File: src/sv/ppd_pkg.sv
// Shared types, codes and constants for the particle push and deposit core.
`default_nettype none
package ppd_pkg;

    localparam int FRAC_BITS = 16;
    localparam int CELL_W    = 15;
    localparam int DEPTH     = 32768;
    localparam int DEP_W     = 40;
    localparam int CRD_W     = 5;
    localparam int GRID_W    = 6;
    localparam int DIV_W     = 16;
    localparam int DCNT_W    = 5;
    localparam int WGT_W     = FRAC_BITS + 1;
    localparam int CFG_IDX_W = 3;
    localparam int CFG_DAT_W = 32;

    localparam logic [1:0] OP_FIELD = 2'd0;
    localparam logic [1:0] OP_PUSH  = 2'd1;
    localparam logic [1:0] OP_READ  = 2'd2;

    localparam logic [CFG_IDX_W-1:0] CFG_NX = 3'd0;
    localparam logic [CFG_IDX_W-1:0] CFG_NY = 3'd1;
    localparam logic [CFG_IDX_W-1:0] CFG_NZ = 3'd2;
    localparam logic [CFG_IDX_W-1:0] CFG_KX = 3'd3;
    localparam logic [CFG_IDX_W-1:0] CFG_KY = 3'd4;
    localparam logic [CFG_IDX_W-1:0] CFG_KZ = 3'd5;

    typedef enum logic [4:0] {
        S_CLEAR, S_IDLE, S_FWR, S_RD, S_RDW, S_DSTART, S_DWAIT,
        S_CA, S_CB, S_CC, S_CD, S_KICK, S_SPEED, S_MOVE, S_CELL, S_EMIT
    } t_state;

    typedef enum logic [2:0] {
        DIV_Z, DIV_Y, DIV_X, WRAP_X, WRAP_Y, WRAP_Z
    } t_div_sel;

    typedef struct packed {
        logic              load;
        logic              fwr;
        logic              dep_rd;
        logic              dep_zero;
        logic              clr;
        logic [CELL_W-1:0] clr_addr;
        logic              div_start;
        t_div_sel          div_sel;
        logic              corner_addr;
        logic              corner_rd;
        logic              corner_mul;
        logic              corner_acc;
        logic              dep_mode;
        logic [2:0]        k;
        logic              kick;
        logic              speed;
        logic              move;
        logic              land_cell;
        logic              emit;
    } t_cmd;

    typedef struct packed {
        logic div_done;
        logic out_free;
    } t_sts;

endpackage
`default_nettype wire

File: src/sv/ppd_ctrl.sv
// Sequencer for the post-reset deposit clear, field writes, deposit reads and particle pushes.
`default_nettype none
module ppd_ctrl
    import ppd_pkg::*;
(
    input  wire logic       i_clk,
    input  wire logic       i_rst_n,
    input  wire logic       i_s_tvalid,
    input  wire logic [1:0] i_op,
    input  wire t_sts       i_sts,
    output logic            o_s_tready,
    output t_cmd            o_cmd
);

    t_state            r_state, n_state;
    logic [CELL_W-1:0] r_clr, n_clr;
    logic [2:0]        r_k, n_k;
    logic              r_dep, n_dep;
    t_div_sel          r_sel, n_sel;

    always_ff @(posedge i_clk) begin
        if (!i_rst_n) begin
            r_state <= S_CLEAR;
            r_clr   <= '0;
            r_k     <= '0;
            r_dep   <= 1'b0;
            r_sel   <= DIV_Z;
        end else begin
            r_state <= n_state;
            r_clr   <= n_clr;
            r_k     <= n_k;
            r_dep   <= n_dep;
            r_sel   <= n_sel;
        end
    end

    always_comb begin
        n_state = r_state;
        n_clr   = r_clr;
        n_k     = r_k;
        n_dep   = r_dep;
        n_sel   = r_sel;
        unique case (r_state)
            S_CLEAR: begin
                n_clr = r_clr + 1'b1;
                if (&r_clr) n_state = S_IDLE;
            end
            S_IDLE: begin
                if (i_s_tvalid) begin
                    unique case (i_op)
                        OP_FIELD: n_state = S_FWR;
                        OP_PUSH: begin
                            n_state = S_DSTART;
                            n_sel   = DIV_Z;
                        end
                        OP_READ:  n_state = S_RD;
                        default:  n_state = S_IDLE;
                    endcase
                end
            end
            S_FWR:    n_state = S_IDLE;
            S_RD:     n_state = S_RDW;
            S_RDW:    n_state = S_EMIT;
            S_DSTART: n_state = S_DWAIT;
            S_DWAIT: begin
                if (i_sts.div_done) begin
                    if (r_sel == DIV_X) begin
                        n_state = S_CA;
                        n_k     = '0;
                        n_dep   = 1'b0;
                    end else if (r_sel == WRAP_Z) begin
                        n_state = S_CELL;
                    end else begin
                        n_sel   = t_div_sel'(r_sel + 3'd1);
                        n_state = S_DSTART;
                    end
                end
            end
            S_CA: n_state = S_CB;
            S_CB: n_state = S_CC;
            S_CC: n_state = S_CD;
            S_CD: begin
                if (r_k == 3'd7) begin
                    n_state = r_dep ? S_EMIT : S_KICK;
                end else begin
                    n_k     = r_k + 3'd1;
                    n_state = S_CA;
                end
            end
            S_KICK:  n_state = S_SPEED;
            S_SPEED: n_state = S_MOVE;
            S_MOVE: begin
                n_sel   = WRAP_X;
                n_state = S_DSTART;
            end
            S_CELL: begin
                n_state = S_CA;
                n_k     = '0;
                n_dep   = 1'b1;
            end
            S_EMIT: if (i_sts.out_free) n_state = S_IDLE;
            default: n_state = S_IDLE;
        endcase
    end

    always_comb begin
        o_cmd          = '0;
        o_cmd.div_sel  = r_sel;
        o_cmd.k        = r_k;
        o_cmd.dep_mode = r_dep;
        o_cmd.clr_addr = r_clr;
        o_s_tready     = 1'b0;
        unique case (r_state)
            S_CLEAR: o_cmd.clr = 1'b1;
            S_IDLE: begin
                o_s_tready = 1'b1;
                o_cmd.load = i_s_tvalid;
            end
            S_FWR:    o_cmd.fwr         = 1'b1;
            S_RD:     o_cmd.dep_rd      = 1'b1;
            S_RDW:    o_cmd.dep_zero    = 1'b1;
            S_DSTART: o_cmd.div_start   = 1'b1;
            S_CA:     o_cmd.corner_addr = 1'b1;
            S_CB:     o_cmd.corner_rd   = 1'b1;
            S_CC:     o_cmd.corner_mul  = 1'b1;
            S_CD:     o_cmd.corner_acc  = 1'b1;
            S_KICK:   o_cmd.kick        = 1'b1;
            S_SPEED:  o_cmd.speed       = 1'b1;
            S_MOVE:   o_cmd.move        = 1'b1;
            S_CELL:   o_cmd.land_cell   = 1'b1;
            S_EMIT:   o_cmd.emit        = i_sts.out_free;
            default:  o_cmd.load        = 1'b0;
        endcase
    end

`ifndef SYNTHESIS
    a_emit_free: assert property (@(posedge i_clk) disable iff (!i_rst_n)
        o_cmd.emit |-> i_sts.out_free) else $error("result loaded into full output");
    a_div_latency: assert property (@(posedge i_clk) disable iff (!i_rst_n)
        o_cmd.div_start |=> !i_sts.div_done) else $error("divider finished too early");
    a_gather_end: assert property (@(posedge i_clk) disable iff (!i_rst_n)
        (r_state == S_CD && r_k == 3'd7 && !r_dep) |=> r_state == S_KICK)
        else $error("gather did not hand over to kick");
    a_clear_blocks: assert property (@(posedge i_clk) disable iff (!i_rst_n)
        (r_state == S_CLEAR) |-> !o_s_tready) else $error("transfer taken during clear");
`endif

endmodule
`default_nettype wire

File: config.mk
export PLATFORM = sky130hd
export DESIGN_NAME = ppd_ctrl
export DESIGN_NICKNAME = d
export VERILOG_FILES = /design/src/sv/ppd_pkg.sv /design/src/sv/ppd_ctrl.sv
export SDC_FILE = /design/constraint.sdc
export NUM_CORES = 1
export LEC_CHECK = 0
export BUFFER_PORTS_ARGS = -buffer_cell sky130_fd_sc_hd__buf_4
export CORE_MARGIN = 2
export CORE_UTILIZATION = 56
export CTS_CLUSTER_DIAMETER = 200
export DETAILED_ROUTE_END_ITERATION = 10
export PLACE_DENSITY = 0.84
export SYNTH_ARGS = -nofsm -noshare
export SYNTH_HDL_FRONTEND = slang
export SYNTH_SLANG_ARGS = --single-unit
File: constraint.sdc
create_clock -name i_clk -period 5.5 [get_ports i_clk]
set_input_delay 0.55 -clock i_clk [delete_from_list [all_inputs] [get_ports i_clk]]
set_output_delay 0.55 -clock i_clk [all_outputs]
set_load 0.01 [all_outputs]
==> results of run 1 <==
## cell type report
type | instances | area share [%]
clock buffers | 3 | 1.13
clock inverters | 1 | 1.50
inverters | 12 | 2.26
multi-input cells | 159 | 50.6
flip-flops and latches | 26 | 26.1
well taps | 31 | 1.94
repair buffers | 44 | 16.5
## through the flow
stage | power [µW] | worst slack (ps)
3_5_place_dp | 495 | 2960
2_1_floorplan | 430 | 3290
3_3_place_gp | 490 | 2990
4_1_cts | 634 | 2930
5_1_grt | 674 | 2830
6_report | 635 | 2910
## placed cells by master (no fill, tap or decap), types with 5 or more instances in the layout
cell,n
nand2b_1,9
xnor2_1,6
dfxtp_1,26
buf_4,44
nand2_1,16
a21oi_1,11
ha_1,6
o21ai_0,14
inv_1,12
nand3_1,5
nor2_1,23
nor3_1,11
## registers in the layout (all words and copies together) (netlist names)
register  flops
r_clr        15
r_state       4
r_sel         3
r_dep         1
r_k           3
## where the power goes
part           total, µW  switching [µW]  internal [µW]
Clock                139            65.0           73.8
Sequential           257            51.6            205
Combinational        239             127            112
Total                635             244            391
## how the worst max path moves through the flow
stage | start | end | cells after the start
floorplan | r_state[0] | r_clr[12] | 6
global placement | r_state[3] | r_clr[12] | 4
detailed placement | r_state[3] | r_clr[12] | 4
CTS | r_state[3] | r_clr[12] | 4
global route | r_state[3] | r_clr[12] | 4
finish | r_state[3] | r_clr[12] | 4
## per-layer routing
layer | vias up | track usage [%] | wire length (µm)
met2 | 61 | 36.9 | 1780
met3 | 7 | 2.86 | 291
li1 | 827 | - | -
met1 | 778 | 32.7 | 1740
met5 | - | 0 | 0
met4 | 0 | 9.97 | 59
## kinds of logic (layout without fill, tap and decap cells)
| kind of cell | Yosys count | after routing | synth area share, % |
|---|---|---|---|
| AOI/OAI and AO/OA | 46 | 46 | 18.4 |
| and+or+nand+nor | 94 | 94 | 30.9 |
| xor gates and xnor gates | 8 | 8 | 4.24 |
| buffers and inverters | 28 | 60 | 7.35 |
| adders and majority gates | 7 | 7 | 5.15 |
| DFF | 26 | 26 | 31.5 |
| muxes | 4 | 4 | 2.42 |
## tightest hold or removal path, cell delays in order, from the launching register on
cell	delay [ps]
dfxtp_1	350
o21ai_0	70
a21oi_1	60
==> run summary, run 1 <==
status: completed
Reg clk slew, reported paths: 160 ps
Core Area: 0.00278 mm²
worst reg2reg path depth: 4
Yosys warnings: 0
placement row count: 19
DRC: 0
vias in the first global route: 1458
Worst Path Required: 5780 ps
Area contributors post-synth: dfxtp_1 (32%), nor2_1 (5.2%), ha_1 (4.5%)
# IOs: 45
# setup viols final: 0
Max FO, Critical Path: 22
die area: 0.00340 mm²
diodes inserted: 0
VDD IR max: 233 µV
PwrDens: 318 mW/mm²
Critical Path, Cell by Cell: or4_4 > or4_1 > or4_1 > a21oi_1
Hold Crit Endpoint: r_k[1]
Slew HR: 55.5%
top-count cell post-synth: dfxtp_1
clk_lat worst skew: 350 ps
Resize count post-CTS: 0
Iter 0 DRT Violations: 81
syn_nets: 226
Starting Density: 59.4%
post-synthesis sequential area ratio: 31.5%
Min Hold Slack: 504 ps
Setup CP Type: flip-flop to flip-flop
slowest CP cell: or4_4
Global Route Usage Sum: 23.5%
antenna violations before repair: 0
Nets: 259
IO buf count: 44
Vias: 1673
top-area cell type share of the netlist area: 31.5%
Bufs on Longest Clock Path: 2
GRT Residual Overflow: 0
Inst Count DP: 272
area delta synth->final: 20.9%
number of synthesized register bits: 26
EDFF count, synth: 0
Non-Filler Instances: 276
Achievable Freq: 386 MHz
top post-synthesis cells by count: dfxtp_1 (26), nor2_1 (23), nand2_1 (16)
area of the multi-input gates: 0.00101 mm²
Finished Core Util: 71.8%
synth unique cells: 49
final period utilization: 47.0%
Mapped Area: 0.00165 mm²
Final Slew Violations: 0
first-pass GRT wire length: 6380 µm
Avg Inst Size Synth: 7.75 µm²
worst path bufs/invs: 0
Clock Sink Count: 26
Worst Min Path Start: r_k[1]
postcts setup bufs: 0
final WL: 3880 µm
Area after DPL: 0.00194 mm²
final period demand of the worst path: 2590 ps
CP most frequent cell: or4_1
Placer Congestion: 0.875
per-cell routed wire length: 14.0 µm
Vias per Instance: 6.06
area leader, netlist: dfxtp_1
worst hold stages: 2
Top FF cell, synth: dfxtp_1
setup TNS: 0 ps
DRT Pass-1 Iters: 4
RR Endpoint: r_clr[12]
largest net degree at the start of global routing: 23
CTS buffer count: 3
RSZ-0062 raised after global routing: no
crit-path leading delay family: simple AND/OR/NAND/NOR gates
Worst R2R Start: r_state[3]
root buf cell: clkbuf_4
die width: 58.3 µm
synthesized instance count: 213
Register Area: 520 µm²
Lkg Pwr: 0.000794 µW
# hold bufs at CTS: 0
Worst Setup Start Kind: flip-flop
internal reg-to-reg setup slack: 2910 ps
MaxCap Viol Count: 0
layout cell share with drive strength beyond 1: 22.4%
Die Height: 58.3 µm
CP max stage delay: 700 ps
Finished Cell Area: 0.00200 mm²
worst min path class: flip-flop to flip-flop
critical path endpoint category: flip-flop
Worst EP arrival: 2870 ps
Synth async-reset ratio: 0%
final hold viol count: 0
fill cell count: 245
Final ANT Viol Nets: 0
post-DP HPWL: 2770 µm
Slew @ Worst Pin: 667 ps
H-Tree Depth: 1
TritonCTS clock tree: built
Setup Skew: 8.78 ps
Power figures use the tool's default switching activity.
==> run 2, diff against run 1 <==
ABC_AREA = 1   (was not set)
CORE_UTILIZATION = 52   (was 56)
PLACE_DENSITY = 0.79   (was 0.84)
clock period = 2.7 ns   (was 5.5 ns; I/O delays follow)
==> run summary, run 2 <==
status: completed (unchanged)
TritonCTS clock tree: built (unchanged)
top-count cell post-synth: nand2_1 (was dfxtp_1)
EDFF count, synth: 0 (unchanged)
Synth async-reset ratio: 0% (unchanged)
VDD IR max: 385 µV (was 233 µV)
Pint: 704 µW (was 391 µW)
syn_nets: 291 (was 226)
Die Height: 60.9 µm (was 58.3 µm)
worst path bufs/invs: 3 (was 0)
area delta synth->final: 22.8% (was 20.9%)
crit-path leading delay family: flip-flops (was simple AND/OR/NAND/NOR gates)
Yosys warnings: 0 (unchanged)
Sequential Power Share: 38.6% (was 40.4%)
Worst EP arrival: 1460 ps (was 2870 ps)
diodes inserted: 0 (unchanged)
top-area cell type share of the netlist area: 30.9% (was 31.5%)
Sw Share: 44.1% (was 38.4%)
setup TNS: 0 ps (unchanged)
Placer Congestion: 1.02 (was 0.875)
CTS buffer count: 3 (unchanged)
critical path endpoint category: primary output (was flip-flop)
post-DP HPWL: 3050 µm (was 2770 µm)
first-pass GRT wire length: 6330 µm (was 6380 µm)
Global Route Usage Sum: 22.1% (was 23.5%)
number of synthesized register bits: 26 (unchanged)
Reg clk slew, reported paths: 130 ps (was 160 ps)
Final Slew Violations: 0 (unchanged)
final period utilization: 64.1%
largest net degree at the start of global routing: 20 (was 23)
Top FF cell, synth: dfxtp_1 (unchanged)
Area after DPL: 0.00204 mm² (was 0.00194 mm²)
commonest non-fill, non-tap cell in the layout: nand2_1 (was buf_4)
Slew @ Worst Pin: 279 ps (was 667 ps)
worst reg2reg path depth: 10 (was 4)
Bufs on Longest Clock Path: 2 (unchanged)
Inst Count DP: 362 (was 272)
die width: 60.9 µm (was 58.3 µm)
Largest register FFs: 15 (unchanged)
final WL: 3870 µm (was 3880 µm)
PwrDens: 609 mW/mm² (was 318 mW/mm²)
Starting Density: 54.7% (was 59.4%)
RR Endpoint: r_sel[0] (was r_clr[12])
H-Tree Depth: 1 (unchanged)
most flop-heavy register: r_clr (unchanged)
post-synthesis sequential area ratio: 30.9% (was 31.5%)
IO buf count: 44 (unchanged)
Nets: 336 (was 259)
# hold bufs at CTS: 0 (unchanged)
clk_lat worst skew: 310 ps (was 350 ps)
Setup crit end: o_cmd[2] (was r_clr[12])
Finished Cell Area: 0.00207 mm² (was 0.00200 mm²)
per-cell routed wire length: 10.6 µm (was 14.0 µm)
# setup viols final: 0 (unchanged)
Lkg Pwr: 0.00106 µW (was 0.000794 µW)
CP max stage delay: 500 ps (was 700 ps)
Core Area: 0.00308 mm² (was 0.00278 mm²)
slowest CP cell: dfxtp_1 (was or4_4)
area leader, netlist: dfxtp_1 (unchanged)
Min Hold Slack: 286 ps (was 504 ps)
GRT Residual Overflow: 0 (unchanged)
Critical path origin: r_state[0] (was r_state[3])
top post-synthesis cells by count: nand2_1 (71), nor2_1 (52), inv_1 (40) (was dfxtp_1 (26), nor2_1 (23), nand2_1 (16))
Clock Power Share: 12.4% (was 21.9%)
worst min path class: input pin to flip-flop (was flip-flop to flip-flop)
Iter 0 DRT Violations: 144 (was 81)
MaxCap Viol Count: 0 (unchanged)
Worst Path Required: 2430 ps (was 5780 ps)
Max FO, Critical Path: 6 (was 22)
Top Registers: r_clr (15), r_state (4) (unchanged)
Vias: 1795 (was 1673)
Finished Core Util: 67.2% (was 71.8%)
combinational share of power: 49.0% (was 37.7%)
RSZ-0062 raised after global routing: no (unchanged)
Worst Setup Start Kind: flip-flop (unchanged)
Mapped Area: 0.00168 mm² (was 0.00165 mm²)
internal reg-to-reg setup slack: 1210 ps (was 2910 ps)
root buf cell: clkbuf_4 (unchanged)
Clock Sink Count: 26 (unchanged)
final hold viol count: 0 (unchanged)
vias in the first global route: 1502 (was 1458)
Setup Skew: 3.10 ps (was 8.78 ps)
placement row count: 20 (was 19)
Area contributors post-synth: dfxtp_1 (31%), nand2_1 (16%), nor2_1 (12%) (was dfxtp_1 (32%), nor2_1 (5.2%), ha_1 (4.5%))
Levels on crit path: 5 (was 4)
layout cell share with drive strength beyond 1: 20.9% (was 22.4%)
Resize count post-CTS: 0 (unchanged)
die area: 0.00371 mm² (was 0.00340 mm²)
Non-Filler Instances: 365 (was 276)
DRT Pass-1 Iters: 4 (unchanged)
synthesized instance count: 278 (was 213)
final period demand of the worst path: 1730 ps
# IOs: 45 (unchanged)
Slew HR: 81.3% (was 55.5%)
synth unique cells: 24 (was 49)
antenna violations before repair: 0 (unchanged)
Final ANT Viol Nets: 0 (unchanged)
switching power of the nets: 555 µW (was 244 µW)
Critical Path, Cell by Cell: inv_2 > nor2_1 > nand2_1 > inv_1 > buf_4 (was or4_4 > or4_1 > or4_1 > a21oi_1)
DRC: 0 (unchanged)
Setup CP Type: flip-flop to primary output (was flip-flop to flip-flop)
Avg Inst Size Synth: 6.05 µm² (was 7.75 µm²)
Achievable Freq: 578 MHz
most frequent cells in the layout: nand2_1 (71), nor2_1 (52), buf_4 (44) (was buf_4 (44), dfxtp_1 (26), nor2_1 (23))
postcts setup bufs: 0 (unchanged)
Worst R2R Start: r_sel[0] (was r_state[3])
Vias per Instance: 4.92 (was 6.06)
-- run 2: cell count changes in the layout (fill, tap and decap cells not counted), moves of 7 or more --
cell | before | now
nand3_1 | 5 | 20
inv_1 | 12 | 40
nand2_2 | 0 | 7
nand2b_1 | 9 | 0
nor2_1 | 23 | 52
nand2_1 | 16 | 71
-- run 2: how the worst min path moves through the flow --
stage	depth (start not counted)	end	start	slack (ps)
after CTS	3	r_clr[9]	i_rst_n	270
after global placement	2	r_clr[11]	r_clr[11]	460
after global routing	3	r_clr[13]	i_rst_n	280
after floorplan	2	r_dep	r_dep	460
final	3	r_clr[9]	i_rst_n	290
after detailed placement	2	r_clr[11]	r_clr[11]	460
-- run 2: final cells by class --
| type | count | area, µm² |
|---|---|---|
| Fill cell | 304 | 1010 |
| Tap cell | 44 | 55.1 |
| Multi-Input combinational cell | 205 | 977 |
| Sequential cell | 26 | 520 |
| Clock buffer | 3 | 22.5 |
| Inverter | 43 | 161 |
| Timing Repair Buffer | 44 | 330 |
-- run 2: cell families after synthesis --
group | share of synthesized area, %
flops | 30.9
buf+inv | 11.0
simple gates | 43.5
fa+ha+maj | 4.46
compound gates | 9.07
xor+xnor | 1.04
-- run 2: per-stage QoR --
step	setup WS [ps]	power, µW
after floorplan	1320	913
after global placement	1200	1100
after detailed placement	1210	1110
after CTS	978	1270
after global routing	855	1370
final	970	1260
-- run 2: worst min-delay path, delay by kind of cell --
family / cells / cell delay [ps]
compound gates: 1 / 30
simple gates: 1 / 80
buf+inv: 1 / 180
-- run 2: per-layer routing --
layer | global-route usage (%) | share of wire, %
met4 | 6.83 | 0.96
met5 | 0 | 0
met3 | 2.99 | 7.0
met2 | 35.0 | 43
met1 | 31.2 | 49
-- run 2: power groups by stage --
stage               Combinational, µW  Clock (µW)  Sequential [µW]
floorplan                         420           0              493
global placement                  611           0              493
detailed placement                615           0              493
CTS                               617         164              485
global route                      697         175              494
finish                            617         156              486
==> run 3, diff against run 2 <==
clock period = 1.6 ns   (was 2.7 ns; I/O delays follow)
==> run summary, run 3 (synthesized netlist as in run 2, its figures left out) <==
status: completed (unchanged)
final hold viol count: 0 (unchanged)
area of the multi-input gates: 988 µm² (was 977 µm²)
Setup crit end: o_cmd[12] (was o_cmd[2])
DRT Pass-1 Iters: 4 (unchanged)
most frequent cells in the layout: nand2_1 (69), nor2_1 (51), buf_4 (44) (was nand2_1 (71), nor2_1 (52), buf_4 (44))
VDD IR max: 722 µV (was 385 µV)
# IOs: 45 (unchanged)
final WL: 3830 µm (was 3870 µm)
Final Slew Violations: 0 (unchanged)
Vias per Instance: 4.96 (was 4.92)
Placer Congestion: 1.02 (about the same)
per-cell routed wire length: 10.5 µm (was 10.6 µm)
Clock Sink Count: 26 (unchanged)
Resize count post-CTS: 1 (was 0)
die area: 0.00371 mm² (unchanged)
# hold bufs at CTS: 0 (unchanged)
Worst Setup Start Kind: flip-flop (unchanged)
Reg clk slew, reported paths: 150 ps (was 130 ps)
MaxCap Viol Count: 0 (unchanged)
layout cell share with drive strength beyond 1: 23.6% (was 20.9%)
Die Height: 60.9 µm (unchanged)
Core Area: 0.00308 mm² (unchanged)
final period utilization: 94.4%
worst reg2reg path depth: 10 (unchanged)
Largest register FFs: 15 (unchanged)
fill cell count: 286 (was 304)
Vias: 1814 (was 1795)
root buf cell: clkbuf_4 (unchanged)
postcts setup bufs: 0 (unchanged)
RR Endpoint: r_state[1] (was r_sel[0])
worst hold stages: 3 (unchanged)
Finished Cell Area: 0.00211 mm² (was 0.00207 mm²)
Bufs on Longest Clock Path: 2 (unchanged)
Worst EP arrival: 1350 ps (was 1460 ps)
DRC: 0 (unchanged)
H-Tree Depth: 1 (unchanged)
area delta synth->final: 25.6% (was 22.8%)
Max FO, Critical Path: 6 (unchanged)
most flop-heavy register: r_clr (unchanged)
Achievable Freq: 662 MHz
vias in the first global route: 1585 (was 1502)
Starting Density: 54.7% (unchanged)
Iter 0 DRT Violations: 137 (was 144)
antenna violations before repair: 0 (unchanged)
Register Area: 526 µm² (was 520 µm²)
# setup viols final: 0 (unchanged)
critical path endpoint category: primary output (unchanged)
Final ANT Viol Nets: 0 (unchanged)
Worst R2R Start: r_sel[0] (unchanged)
setup TNS: 0 ps (unchanged)
TritonCTS clock tree: built (unchanged)
IO buf count: 44 (unchanged)
Global Route Usage Sum: 22.4% (was 22.1%)
clk_lat worst skew: 330 ps (was 310 ps)
GRT Residual Overflow: 0 (unchanged)
Power Total: 2340 µW (was 1260 µW)
Setup CP Type: flip-flop to primary output (unchanged)
Worst Path Required: 1440 ps (was 2430 ps)
commonest non-fill, non-tap cell in the layout: nand2_1 (unchanged)
final period demand of the worst path: 1510 ps
Inst Count DP: 362 (unchanged)
Top Registers: r_clr (15), r_state (4) (unchanged)
RSZ-0062 raised after global routing: no (unchanged)
Non-Filler Instances: 366 (was 365)
Setup Skew: 16.7 ps (was 3.10 ps)
diodes inserted: 0 (unchanged)
Slew HR: 80.5% (was 81.3%)
Lkg Pwr: 0.00108 µW (was 0.00106 µW)
largest net degree at the start of global routing: 20 (unchanged)
die width: 60.9 µm (unchanged)
worst min path class: input pin to flip-flop (unchanged)
post-DP HPWL: 3010 µm (was 3050 µm)
CTS buffer count: 3 (unchanged)
Critical path origin: r_state[2] (was r_state[0])
Nets: 336 (unchanged)
PwrDens: 1110 mW/mm² (was 609 mW/mm²)
placement row count: 20 (unchanged)
Slew @ Worst Pin: 289 ps (was 279 ps)
first-pass GRT wire length: 6440 µm (was 6330 µm)
Finished Core Util: 68.7% (was 67.2%)
internal reg-to-reg setup slack: 130 ps (was 1210 ps)
Area after DPL: 0.00204 mm² (unchanged)
-- run 3: area by class of cell --
class                      instances  share of cell area, %
timing repair buffer              44                   15.6
inverter                          43                   7.64
multi-input combinational        205                   46.8
tap                               44                   2.61
clock inverter                     1                   1.42
sequential                        26                   24.9
clock buffer                       3                   1.07
-- run 3: report_power, final --
group          switching [µW]  total (µW)  internal [µW]
clock                     200         453            253
sequential                102         831            729
combinational             666        1050            386
total                     967        2340           1370
-- run 3: per-layer routing --
layer	wire length [µm]	part of all wire, %	up-vias	track usage (%)
met4	45	1.2	0	7.76
met2	1670	44	73	36.4
met5	0	0	-	0
met3	261	6.8	6	3.41
li1	-	-	950	-
met1	1850	48	785	30.4
-- run 3: per-stage QoR --
stage          setup WS, ps  hold slack (ps)
2_1_floorplan           217              407
3_3_place_gp           98.2              462
3_5_place_dp           97.4              468
4_1_cts                56.9              141
5_1_grt                1.68              132
6_report               90.2              142
-- run 3: worst min path at each step --
stage	slack, ps	end	startpoint
global placement	460	r_clr[11]	r_clr[11]
finish	140	r_clr[13]	i_rst_n
floorplan	410	o_cmd[0]	i_sts[0]
global route	130	r_clr[13]	i_rst_n
CTS	140	r_clr[13]	i_rst_n
detailed placement	470	r_clr[11]	r_clr[11]
-- run 3: critical path, stage by stage (launching register included) --
cell and delay (ps):
dfxtp_1 450, inv_1 130, nor2_2 190, nand2_1 100, inv_1 60, buf_4 110
